`src/design/ssid_pkg.sv`:
```
// Shared types and codes for the sorted set insert/delete unit.
// No dependencies; imported by every module of the block.
package ssid_pkg;

    localparam int VALUE_W  = 32;
    localparam int STATUS_W = 3;
    localparam int OUT_W    = 6;

    typedef logic signed [VALUE_W-1:0] t_value;
    typedef logic [STATUS_W-1:0]       t_status;

    localparam logic OP_ADD = 1'b0;
    localparam logic OP_DEL = 1'b1;

    localparam t_status ST_ADDED    = 3'd0;
    localparam t_status ST_PRESENT  = 3'd1;
    localparam t_status ST_DELETED  = 3'd2;
    localparam t_status ST_NOTFOUND = 3'd3;
    localparam t_status ST_FULL     = 3'd4;

    // Control broadcast from the sequencer to every cell of the chain.
    typedef struct packed {
        logic   latch;   // capture compare flags against key
        logic   ins;     // shift up and insert key
        logic   del;     // shift down over the matching entry
        t_value key;
    } t_cell_ctl;

endpackage

```
`src/design/ssid_cell.sv`:
```
// One storage cell of the sorted chain: a value and its compare flags.
// Depends on ssid_pkg.
module ssid_cell
    import ssid_pkg::*;
(
    input  logic      i_clk,
    input  logic      i_rst_n,
    input  t_cell_ctl i_ctl,
    input  logic      i_occupied,
    input  t_value    i_left_value,
    input  logic      i_left_lt,
    input  t_value    i_right_value,
    output t_value    o_value,
    output logic      o_lt,
    output logic      o_eq
);

    t_value r_value;
    logic   r_lt;
    logic   r_eq;

    always_ff @(posedge i_clk) begin
        if (!i_rst_n) begin
            r_lt <= 1'b0;
            r_eq <= 1'b0;
        end else if (i_ctl.latch) begin
            r_lt <= i_occupied && ($signed(r_value) < $signed(i_ctl.key));
            r_eq <= i_occupied && (r_value == i_ctl.key);
        end
    end

    // Entries below the key hold; the rest shift toward the free slot.
    always_ff @(posedge i_clk) begin
        if (i_ctl.ins && !r_lt) begin
            r_value <= i_left_lt ? i_ctl.key : i_left_value;
        end else if (i_ctl.del && !r_lt) begin
            r_value <= i_right_value;
        end
    end

    assign o_value = r_value;
    assign o_lt    = r_lt;
    assign o_eq    = r_eq;

endmodule

```
`src/design/ssid_chain.sv`:
```
// Row of ssid_cell instances wired to their neighbors, with occupancy
// derived from the fill count. Depends on ssid_pkg and ssid_cell.
module ssid_chain
    import ssid_pkg::*;
#(
    parameter int CAPACITY = 32,
    parameter int CW       = $clog2(CAPACITY + 1)
)
(
    input  logic                i_clk,
    input  logic                i_rst_n,
    input  t_cell_ctl           i_ctl,
    input  logic [CW-1:0]       i_count,
    output logic [CAPACITY-1:0] o_lt,
    output logic [CAPACITY-1:0] o_eq
);

    t_value values [CAPACITY];

    for (genvar g = 0; g < CAPACITY; g++) begin : g_cell
        logic   occupied;
        t_value left_value;
        logic   left_lt;
        t_value right_value;

        assign occupied = i_count > CW'(g);

        if (g == 0) begin : g_first
            // Cell 0 sees a "below key" neighbor so it takes the key.
            assign left_value = i_ctl.key;
            assign left_lt    = 1'b1;
        end else begin : g_mid
            assign left_value = values[g-1];
            assign left_lt    = o_lt[g-1];
        end

        if (g == CAPACITY - 1) begin : g_last
            assign right_value = values[g];
        end else begin : g_notlast
            assign right_value = values[g+1];
        end

        ssid_cell u_cell (
            .i_clk         (i_clk),
            .i_rst_n       (i_rst_n),
            .i_ctl         (i_ctl),
            .i_occupied    (occupied),
            .i_left_value  (left_value),
            .i_left_lt     (left_lt),
            .i_right_value (right_value),
            .o_value       (values[g]),
            .o_lt          (o_lt[g]),
            .o_eq          (o_eq[g])
        );
    end

endmodule

```
`src/design/sorted_set_insert_delete_unit.sv`:
```
// Top level of the sorted set insert/delete unit: sequencer, position
// search, fill count and output register. Depends on ssid_pkg, ssid_chain.
//
// Usage
//   Input channel: i_in_valid / o_in_stall with i_op (0 add, 1 delete) and
//   i_value (signed 32 bits). An item is taken at a rising edge with
//   i_in_valid high and o_in_stall low.
//   Output channel: o_out_valid / i_out_stall with o_status, o_position
//   and o_count, one result item per input item, in order.
//   Values live in a chain of CAPACITY cells, ascending from cell 0. Each
//   item runs: a capture of the key, a step in which every cell compares
//   itself with the key, a binary search over the cells' "below key"
//   flags (one position bit a cycle), and a final step in which the status
//   is decided and, for a successful add or delete, the cells at and above
//   the position shift one place at once. The result is registered in the
//   final step, and the next item is taken only once the sequencer is back
//   in idle, so items do not overlap; the search length sets the spacing.
//   A finished result sits in the output register while the next item is
//   accepted. If the receiver stalls and the register is still full when
//   the next result is ready, the sequencer holds in its final step and
//   leaves the cells untouched until the slot frees.
//   Reset (i_rst_n low, synchronous) empties the set by clearing the count;
//   cell contents are left as they are and never read before rewritten.
module sorted_set_insert_delete_unit
    import ssid_pkg::*;
#(
    parameter int CAPACITY = 32
)
(
    input  logic                i_clk,
    input  logic                i_rst_n,
    input  logic                i_in_valid,
    output logic                o_in_stall,
    input  logic                i_op,
    input  logic signed [31:0]  i_value,
    output logic                o_out_valid,
    input  logic                i_out_stall,
    output logic [2:0]          o_status,
    output logic [5:0]          o_position,
    output logic [5:0]          o_count
);

    localparam int CW = $clog2(CAPACITY + 1);
    localparam int IW = $clog2(CAPACITY);
    localparam logic [CW-1:0] CAP_C    = CW'(CAPACITY);
    localparam logic [CW-1:0] MASK_TOP = {1'b1, {(CW-1){1'b0}}};

    localparam logic [1:0] S_IDLE = 2'd0;
    localparam logic [1:0] S_CMP  = 2'd1;
    localparam logic [1:0] S_SRCH = 2'd2;
    localparam logic [1:0] S_FIN  = 2'd3;

    logic [1:0]          r_state;
    logic                r_op;
    t_value              r_key;
    logic [CW-1:0]       r_count;
    logic [CW-1:0]       r_pos;
    logic [CW-1:0]       r_mask;

    logic                r_out_valid;
    t_status             r_status;
    logic [OUT_W-1:0]    r_position;
    logic [OUT_W-1:0]    r_count_out;

    logic [CAPACITY-1:0] lt_vec;
    logic [CAPACITY-1:0] eq_vec;
    t_cell_ctl           cell_ctl;

    logic                in_take;
    logic                out_free;
    logic [CW-1:0]       cand;
    logic                step_take;
    logic                hit;
    logic                full;
    logic                fin_go;
    logic                do_ins;
    logic                do_del;
    t_status             fin_status;
    logic [CW-1:0]       n_count;

    assign in_take  = i_in_valid && (r_state == S_IDLE);
    assign out_free = !r_out_valid || !i_out_stall;

    // Binary search on the thermometer of "below key" flags.
    assign cand      = r_pos | r_mask;
    assign step_take = (cand <= CAP_C) && lt_vec[IW'(cand - 1'b1)];

    // Final step: decide status and the chain action.
    assign hit    = (r_pos < CAP_C) && eq_vec[IW'(r_pos)];
    assign full   = (r_count == CAP_C);
    assign fin_go = (r_state == S_FIN) && out_free;
    assign do_ins = fin_go && (r_op == OP_ADD) && !hit && !full;
    assign do_del = fin_go && (r_op == OP_DEL) && hit;

    always_comb begin
        fin_status = ST_NOTFOUND;
        n_count    = r_count;
        if (r_op == OP_ADD) begin
            if (hit) begin
                fin_status = ST_PRESENT;
            end else if (full) begin
                fin_status = ST_FULL;
            end else begin
                fin_status = ST_ADDED;
                n_count    = r_count + 1'b1;
            end
        end else begin
            if (hit) begin
                fin_status = ST_DELETED;
                n_count    = r_count - 1'b1;
            end
        end
    end

    assign cell_ctl.latch = (r_state == S_CMP);
    assign cell_ctl.ins   = do_ins;
    assign cell_ctl.del   = do_del;
    assign cell_ctl.key   = r_key;

    ssid_chain #(
        .CAPACITY (CAPACITY),
        .CW       (CW)
    ) u_chain (
        .i_clk   (i_clk),
        .i_rst_n (i_rst_n),
        .i_ctl   (cell_ctl),
        .i_count (r_count),
        .o_lt    (lt_vec),
        .o_eq    (eq_vec)
    );

    // Sequencer and fill count.
    always_ff @(posedge i_clk) begin
        if (!i_rst_n) begin
            r_state <= S_IDLE;
            r_count <= '0;
            r_pos   <= '0;
            r_mask  <= '0;
        end else begin
            case (r_state)
                S_IDLE: begin
                    if (in_take) begin
                        r_state <= S_CMP;
                    end
                end
                S_CMP: begin
                    r_pos   <= '0;
                    r_mask  <= MASK_TOP;
                    r_state <= S_SRCH;
                end
                S_SRCH: begin
                    if (step_take) begin
                        r_pos <= cand;
                    end
                    r_mask <= r_mask >> 1;
                    if (r_mask[0]) begin
                        r_state <= S_FIN;
                    end
                end
                S_FIN: begin
                    // Hold until the output slot frees.
                    if (out_free) begin
                        r_count <= n_count;
                        r_state <= S_IDLE;
                    end
                end
                default: begin
                    r_state <= S_IDLE;
                end
            endcase
        end
    end

    // Capture the item.
    always_ff @(posedge i_clk) begin
        if (in_take) begin
            r_op  <= i_op;
            r_key <= i_value;
        end
    end

    // Output register.
    always_ff @(posedge i_clk) begin
        if (!i_rst_n) begin
            r_out_valid <= 1'b0;
        end else if (fin_go) begin
            r_out_valid <= 1'b1;
        end else if (!i_out_stall) begin
            r_out_valid <= 1'b0;
        end
    end

    always_ff @(posedge i_clk) begin
        if (fin_go) begin
            r_status    <= fin_status;
            r_position  <= OUT_W'(r_pos);
            r_count_out <= OUT_W'(n_count);
        end
    end

    assign o_in_stall  = (r_state != S_IDLE);
    assign o_out_valid = r_out_valid;
    assign o_status    = r_status;
    assign o_position  = r_position;
    assign o_count     = r_count_out;

endmodule

```
`config.mk`:
```
export PLATFORM = sky130hd
export DESIGN_NAME = sorted_set_insert_delete_unit
export DESIGN_NICKNAME = d
export VERILOG_FILES = /design/src/design/ssid_pkg.sv /design/src/design/ssid_cell.sv /design/src/design/ssid_chain.sv /design/src/design/sorted_set_insert_delete_unit.sv
export SDC_FILE = /design/constraint.sdc
export NUM_CORES = 2
export LEC_CHECK = 0
export BUFFER_PORTS_ARGS = -buffer_cell sky130_fd_sc_hd__buf_2
export CORE_UTILIZATION = 35
export CTS_CLUSTER_DIAMETER = 120
export DETAILED_ROUTE_END_ITERATION = 16
export REMOVE_ABC_BUFFERS = 1
export SLEW_MARGIN = 30
export SYNTH_ARGS = -nofsm -noshare
export SYNTH_HDL_FRONTEND = slang
export SYNTH_SLANG_ARGS = --single-unit
```
`constraint.sdc`:
```
create_clock -name i_clk -period 4 [get_ports i_clk]
set_input_delay 0.2 -clock i_clk [delete_from_list [all_inputs] [get_ports i_clk]]
set_output_delay 0.2 -clock i_clk [all_outputs]
set_load 0.01 [all_outputs]
```
* Word-level counts from Yosys, hierarchy flattened
Index checks and enable logic that the tools add are counted.
** Cells by class
- Add/sub/neg operators :: 3
- Order comparisons :: 68
- Equal/unequal tests :: 41
- Muxes and demuxes :: 114
- Bitwise operators :: 2
- Reduce and logical (&&, ||, !) cells :: 210
** Operators with widths (count)
- $mux 32 :: 93
- $eq 32x32->1 :: 32
- $lt 32x32->1 :: 32
- $logic_and 1x1->1 :: 136
- $gt 6x5->1 const B :: 16
- $reduce_bool 2->1 :: 33
- $gt 6x4->1 const B :: 8
- $logic_not 1->1 :: 36
- $mux 6 :: 5
- $gt 6x3->1 const B :: 4
- $pmux 6 s2 :: 2
- $gt 6x1->1 const B :: 2
- $gt 6x2->1 const B :: 2
- $lt 5x6->1 const B :: 2
- $bmux 1 s5 :: 2
- $mux 3 :: 3
- $ne 2x2->1 const B :: 4
- $pmux 2 s4 :: 1
- $add 6x1->6 const B :: 1
- $eq 6x6->1 const B :: 1
- $le 6x6->1 const B :: 1
- $lt 6x6->1 const B :: 1
- $mux 2 :: 3
- $or 6x6->6 :: 1
- 11 further kinds :: 17
** Storage, ports and cells
- Register bits after elaboration :: 1157
- Input bits :: 37
- Output and inout bits :: 17

* Depth between registers and ports, before layout
- Depth after elaboration :: 8
- Mapped depth :: 12
- Mapped depth without buffers :: 10

* Cells and area by module
Synthesis repeated with hierarchy kept, for this count alone.
** Unflattened totals
- Cells, all modules :: 8965
- Area, all modules :: 84411.0 um^2
** By module, submodules not included
- ssid_cell :: times used 32, cells each 268, area an instance 2509.9 um^2
- sorted_set_insert_delete_unit :: times used 1, cells each 294, area an instance 3507.1 um^2
- ssid_chain :: times used 1, cells each 95, area an instance 586.8 um^2

* Worst setup path after synthesis
OpenSTA, ideal clock, no wires.
- Path type :: reg-to-reg
- From :: reg r_pos[1]
- To :: reg u_chain.g_cell[0].u_cell.r_value[0] (enable)
- Setup time :: 0.421 ns
- Data arrival time :: 3.545 ns
- Data required time :: 3.579 ns
- Path slack :: 0.034 ns
- Stages on the path, launching flop included :: 9
- Cell sequence :: dfxtp_1 buf_2 mux4_2 mux2_2 a2bb2oi_1 a21oi_4 a31oi_1 clkbuf_1 nor2_1
** Between the ends
- Word-level cells in the longest chain between the ends :: 8
- Elaborated cells on any way between the ends :: 11
** Ends and longest elaborated chain
- start: declaration :: RTL line sorted_set_insert_delete_unit.sv:57 : logic [CW-1:0] r_pos;
- start signal: assignment :: RTL line sorted_set_insert_delete_unit.sv:153 : r_pos <= cand;
- $bmux 1 s5 :: RTL line sorted_set_insert_delete_unit.sv:89 : assign hit = (r_pos < CAP_C) && eq_vec[IW'(r_pos)];
- $mux 1 (not written as such) :: RTL line sorted_set_insert_delete_unit.sv:89
- $logic_and 1x1->1 * :: RTL line sorted_set_insert_delete_unit.sv:89
- $logic_not 1->1 :: RTL line sorted_set_insert_delete_unit.sv:92 : assign do_ins = fin_go && (r_op == OP_ADD) && !hit && !full;
- $logic_and 1x1->1 (2 in series) :: RTL line sorted_set_insert_delete_unit.sv:92
- $logic_and 1x1->1 :: RTL line ssid_cell.sv:34 : if (i_ctl.ins && !r_lt) begin
- $reduce_bool 2->1 (no line) *
- end signal: assignment :: RTL line ssid_cell.sv:35 : r_value <= i_left_lt ? i_ctl.key : i_left_value;
- end signal: assignment :: RTL line ssid_cell.sv:37 : r_value <= i_right_value;
- end: declaration :: RTL line ssid_cell.sv:18 : t_value r_value;
Every way passes the cells marked *; elsewhere a longest branch is shown, timed or not. The select of a mux whose other input is x is not followed.
A chain may end at the register's enable or synchronous reset.

* Worst setup path in the final report
- From :: reg r_key[8]
- To :: reg u_chain.g_cell[3].u_cell.r_lt
** Between the ends
- Word-level cells in the longest chain between the ends :: 2
** Ends and longest elaborated chain
- start: declaration :: RTL line sorted_set_insert_delete_unit.sv:55 : t_value r_key;
- start signal: assignment :: RTL line sorted_set_insert_delete_unit.sv:178 : r_key <= i_value;
- $lt 32x32->1 :: RTL line ssid_cell.sv:27 : r_lt <= i_occupied && ($signed(r_value) < $signed(i_ctl.key));
- $logic_and 1x1->1 :: RTL line ssid_cell.sv:27
- end signal: assignment :: RTL line ssid_cell.sv:27
- end: declaration :: RTL line ssid_cell.sv:19 : logic r_lt;
No other way between the ends.

==> results.md <==
Power:
- The share of total power dissipated in sequential elements is 38.8%.
- The leakage dissipation is 0.03252 uW.
- The net switching power of the design is 12770 uW.
- Across the VDD grid, the largest voltage drop is between 0.3 and 0.4 mV.
- The design draws 37890 uW.
- The share of total power consumed by net switching is 33.71%.
- The power density over cell area is 419.1 mW/mm2.
- The total internal power is 25120 uW.
- The combinational cell fraction of total power is 26.7%.
- The clock share of power is about a third.

Critical path:
- The worst setup path is launched from a register.
- The category of the most critical setup path is register to register.
- The worst path required time is 4730 ps.
- The highest fanout seen on the critical path is 14.
- At the worst endpoint, the arrival time is between 4000 and 5000 ps.
- The critical path goes through inv_2 > buf_4 > ha_1 > nand4_1 > nor3_1 > o21a_1 > a2111oi_0 > o211ai_1 > xor2_1 > a32o_1.
- STA classifies the critical path endpoint as a register.
- The buffering stage count on the worst path with inverters included is 2.
- In this design, the largest share of critical-path delay is due to compound AO/OA/AOI/OAI gates.
- The stage delay of the slowest cell on the critical path is around 700 ps.
- The largest individual stage delay along the critical path comes from the cell sky130_fd_sc_hd__a2111oi_0.

GRT:
- The first global-routing pass estimated approximately 420000 um of wire.
- The number of antenna violations at the first check in global routing was 17.
- The via count of the first global-routing pass is 62580.
- The remaining global-route overflow is 0.
- The largest net degree at the start of global routing is 65.
- The overall routing resource usage is 24.15%.

Floorplan:
- The die covers 0.2316 mm2.
- The core area is 0.2279 mm2.
- For this configuration, the core starts out at a cell density of between 30% and 40%.
- The die outline height is ~480 um.
- In this run the horizontal extent of the chip is 481.3 um.
- The total number of placement rows is 175.
- The total I/O pin count is between 50 and 60.

Flow run:
- Across the run, the number of max-cap violations was 0.

Yosys:
- The leading area contributor after synthesis is sky130_fd_sc_hd__edfxtp_1.
- The commonest cells after synthesis are sky130_fd_sc_hd__a21oi_1, sky130_fd_sc_hd__nor2_1, sky130_fd_sc_hd__edfxtp_1.
- Summing every instance area after synthesis gives 0.08040 mm2.
- Sorting the synthesized cells by area gives the leading types as sky130_fd_sc_hd__edfxtp_1, sky130_fd_sc_hd__ha_1, sky130_fd_sc_hd__mux2i_1.
- Among all flip-flop cells after synthesis, the most frequent one is sky130_fd_sc_hd__edfxtp_1.
- The async set-reset flop share out of synthesis is 0%.
- Dividing the synthesized area by the synthesized cell count gives 10.46 um2.
- In the post-synthesis netlist, the cell with the most instances is sky130_fd_sc_hd__a21oi_1.
- Sequential elements use 42.16% of the synthesized area.
- In this run the biggest area consumer among cell types represents 40.04% of the synthesized area.
- The Yosys step of the flow raised 0 warnings.
- Synthesis produced a netlist whose cell count is 7686.
- Counting flops with a built-in enable in the synthesized netlist gives 1072.
- In this run, distinct cell masters in the synthesized netlist total 74.
- In this run, synthesis produced a sequential element count of 1157.

Place:
- The post-detailed-placement cell area is approximately 0.085 mm2.
- Port buffering added 53 buffers.
- At the end of routability-driven placement, the weighted congestion stood at slightly below 1.
- Detailed placement ended at an HPWL of 212600 um.

CTS:
- The H-tree was split into 4 levels.
- The clock sink count is approximately 1200.
- TritonCTS built the clock tree.
- CTS placed an instance of sky130_fd_sc_hd__clkbuf_16 at the clock tree root.
- The CTS buffer count is 138.
- In this run the deepest clock path goes through 3 buffers.
- At the later pin of the worst-skew pair, clock insertion delay measures 810 ps.
- Clock-pin slew was measured on the worst setup and hold paths at 60 ps.
- The number of gates resized after CTS was 0.

Detailed routing:
- The average wire per cell in the routed design is 26.29 um.
- Summing over every cut layer, the via total after detailed routing is 64170.
- The via-per-instance ratio is 5.908.
- For this run, design rule violations remaining after detail routing come to 0.
- The first detailed-routing pass took 6 iterations.
- The iteration-0 DRC count of the detailed router is 6881.
- The final routed wirelength across all metal layers is 285500 um.
- In this run the remaining antenna-violating nets after routing total 0.

Cells and area:
- After the last flow step, the layout net total stands at 8810.
- Cells with a size suffix above 1 make up 10.04% of the layout.
- Counting the fill cells in the layout gives about 22000.
- The final standard cell area without fillers is 0.09041 mm2.
- The area added between synthesis and finish is 12.45%.

Timing:
- The hold violation count in the final report came to 0.
- The final-report setup violation count is 0.
- After routing, the total negative slack on setup checks comes to 0 ps.
- Timing would allow up to 256.1 MHz.
- Setup repair after global routing left no endpoint under its margin.
- The worst path needs 3905 ps of the cycle, external delays included.
- The ratio of final minimum period to clock period is a little over nine tenths.
- The slew of the pin with the lowest slew margin is between 1000 and 1500 ps.
- Clock skew on the completed layout was measured at 35.57 ps.
- The total count of max-transition violations in the final report is 0.
- The relative slew slack is 27.93%.

Status:
- The run finished with clean final reports.

Min path:
- The worst hold path class is primary input to register.
[cell usage in the layout, fill, tap and decap left out, types with 64 or more instances in the layout]
master | synthesis | layout
sky130_fd_sc_hd__buf_12 | 0 | 70
sky130_fd_sc_hd__o21ai_0 | 204 | 203
sky130_fd_sc_hd__nor2b_1 | 83 | 83
sky130_fd_sc_hd__mux2i_1 | 978 | 978
sky130_fd_sc_hd__nand3_1 | 87 | 87
sky130_fd_sc_hd__edfxtp_1 | 1072 | 1072
sky130_fd_sc_hd__a21o_1 | 157 | 157
sky130_fd_sc_hd__buf_4 | 87 | 230
sky130_fd_sc_hd__nor3_1 | 73 | 73
sky130_fd_sc_hd__nor2_1 | 1187 | 1153
sky130_fd_sc_hd__mux2_2 | 64 | 64
sky130_fd_sc_hd__nand2_1 | 162 | 162
sky130_fd_sc_hd__a21oi_1 | 1236 | 1236
sky130_fd_sc_hd__nand4_1 | 181 | 181
sky130_fd_sc_hd__ha_1 | 1036 | 1035
sky130_fd_sc_hd__clkbuf_16 | 0 | 147
[worst min-delay path, stage by stage]
cell	delay, ps
sky130_fd_sc_hd__buf_2	170
sky130_fd_sc_hd__o221ai_1	330
sky130_fd_sc_hd__a211oi_1	90
[flip-flops by register name, indices dropped and copies added, names as in the netlist]
| name | cells |
|---|---|
| o_position | 6 |
| r_mask | 6 |
| r_pos | 6 |
| o_count | 6 |
| u_chain.g_cell.u_cell.o_lt | 32 |
| r_key | 32 |
| r_op | 1 |
| o_out_valid | 1 |
| r_count | 6 |
| u_chain.g_cell.u_cell.o_eq | 32 |
| o_status | 3 |
| u_chain.g_cell.u_cell.o_value | 1024 |
| r_state | 2 |
[layer usage]
metal | track usage [%] | share of wire (%)
met3 | 3.996 | 7.8
met1 | 32.93 | 43
met4 | 12.39 | 5.6
met2 | 36.73 | 43
met5 | 0 | 0.020
[power by group through the flow]
stage / registers, uW / clock network (uW) / logic, uW
floorplan: 15000 / 0 / 5350
global placement: 14900 / 0 / 9440
detailed placement: 14900 / 0 / 9820
CTS: 14700 / 13200 / 9900
global route: 14700 / 13600 / 11000
finish: 14700 / 13100 / 10100
[timing repair]
action                                  4_1_cts  5_1_grt
setup buffers                                 0        0
hold endpoints to repair                     40        0
endpoints found under the setup margin        0        0
hold buffers                                 35        0
[layout make-up]
| class | instances | area, um2 | share of cell area [%] |
|---|---|---|---|
| diodes | 6 | 15.01 | 0.01661 |
| clock buffers | 175 | 3834 | 4.240 |
| clock inverters | 75 | 750.7 | 0.8304 |
| inverters | 93 | 349.1 | 0.3861 |
| multi-input cells | 5959 | 44020 | 48.69 |
| flip-flops and latches | 1157 | 33930 | 37.53 |
| well taps | 3009 | 3765 | 4.164 |
| repair buffers | 388 | 3744 | 4.141 |
[logic make-up (layout without fill, tap and decap cells)]
kind of cell               after synthesis  after routing  share of synthesized area, %
AOI/OAI and AO/OA                     1901           1901                         13.41
xor gates and xnor gates                12             12                        0.1307
adders and majority gates             1036           1036                         16.12
buffers and inverters                  570            731                         3.243
DFF                                   1157           1157                         42.16
muxes                                 1060           1060                         13.58
other                                    0              6                             0
and+or+nand+nor                       1950           1950                         11.36
[stage by stage]
| step | worst slack [ps] | utilization (%) | cells | hold slack (ps) |
|---|---|---|---|---|
| after floorplan | -1236 | - | 7209 | 298.9 |
| after global placement | 281.0 | 37.49 | 10570 | 376.5 |
| after detailed placement | 211.9 | 37.49 | 10570 | 378.1 |
| after CTS | 188.4 | 39.66 | 10860 | 10.54 |
| after global routing | 207.3 | 39.66 | 10860 | 39.46 |
| final | 94.58 | 39.66 | 10860 | 60.68 |
[worst paths after layout]
path	start	end	slack (ps)	cells past startpoint
worst max-delay path	r_key[8]$_DFFE_PP_	u_chain.g_cell[3].u_cell.o_lt$_SDFFE_PN0P_	90	10
worst min register to register	u_chain.g_cell[16].u_cell.o_eq$_SDFFE_PN0P_	u_chain.g_cell[16].u_cell.o_eq$_SDFFE_PN0P_	470	2
worst max register to register	r_key[8]$_DFFE_PP_	u_chain.g_cell[3].u_cell.o_lt$_SDFFE_PN0P_	90	10
worst min-delay path	i_in_valid	r_state[0]$_SDFFE_PN0P_	60	3
(Power assumes the default switching activity.)
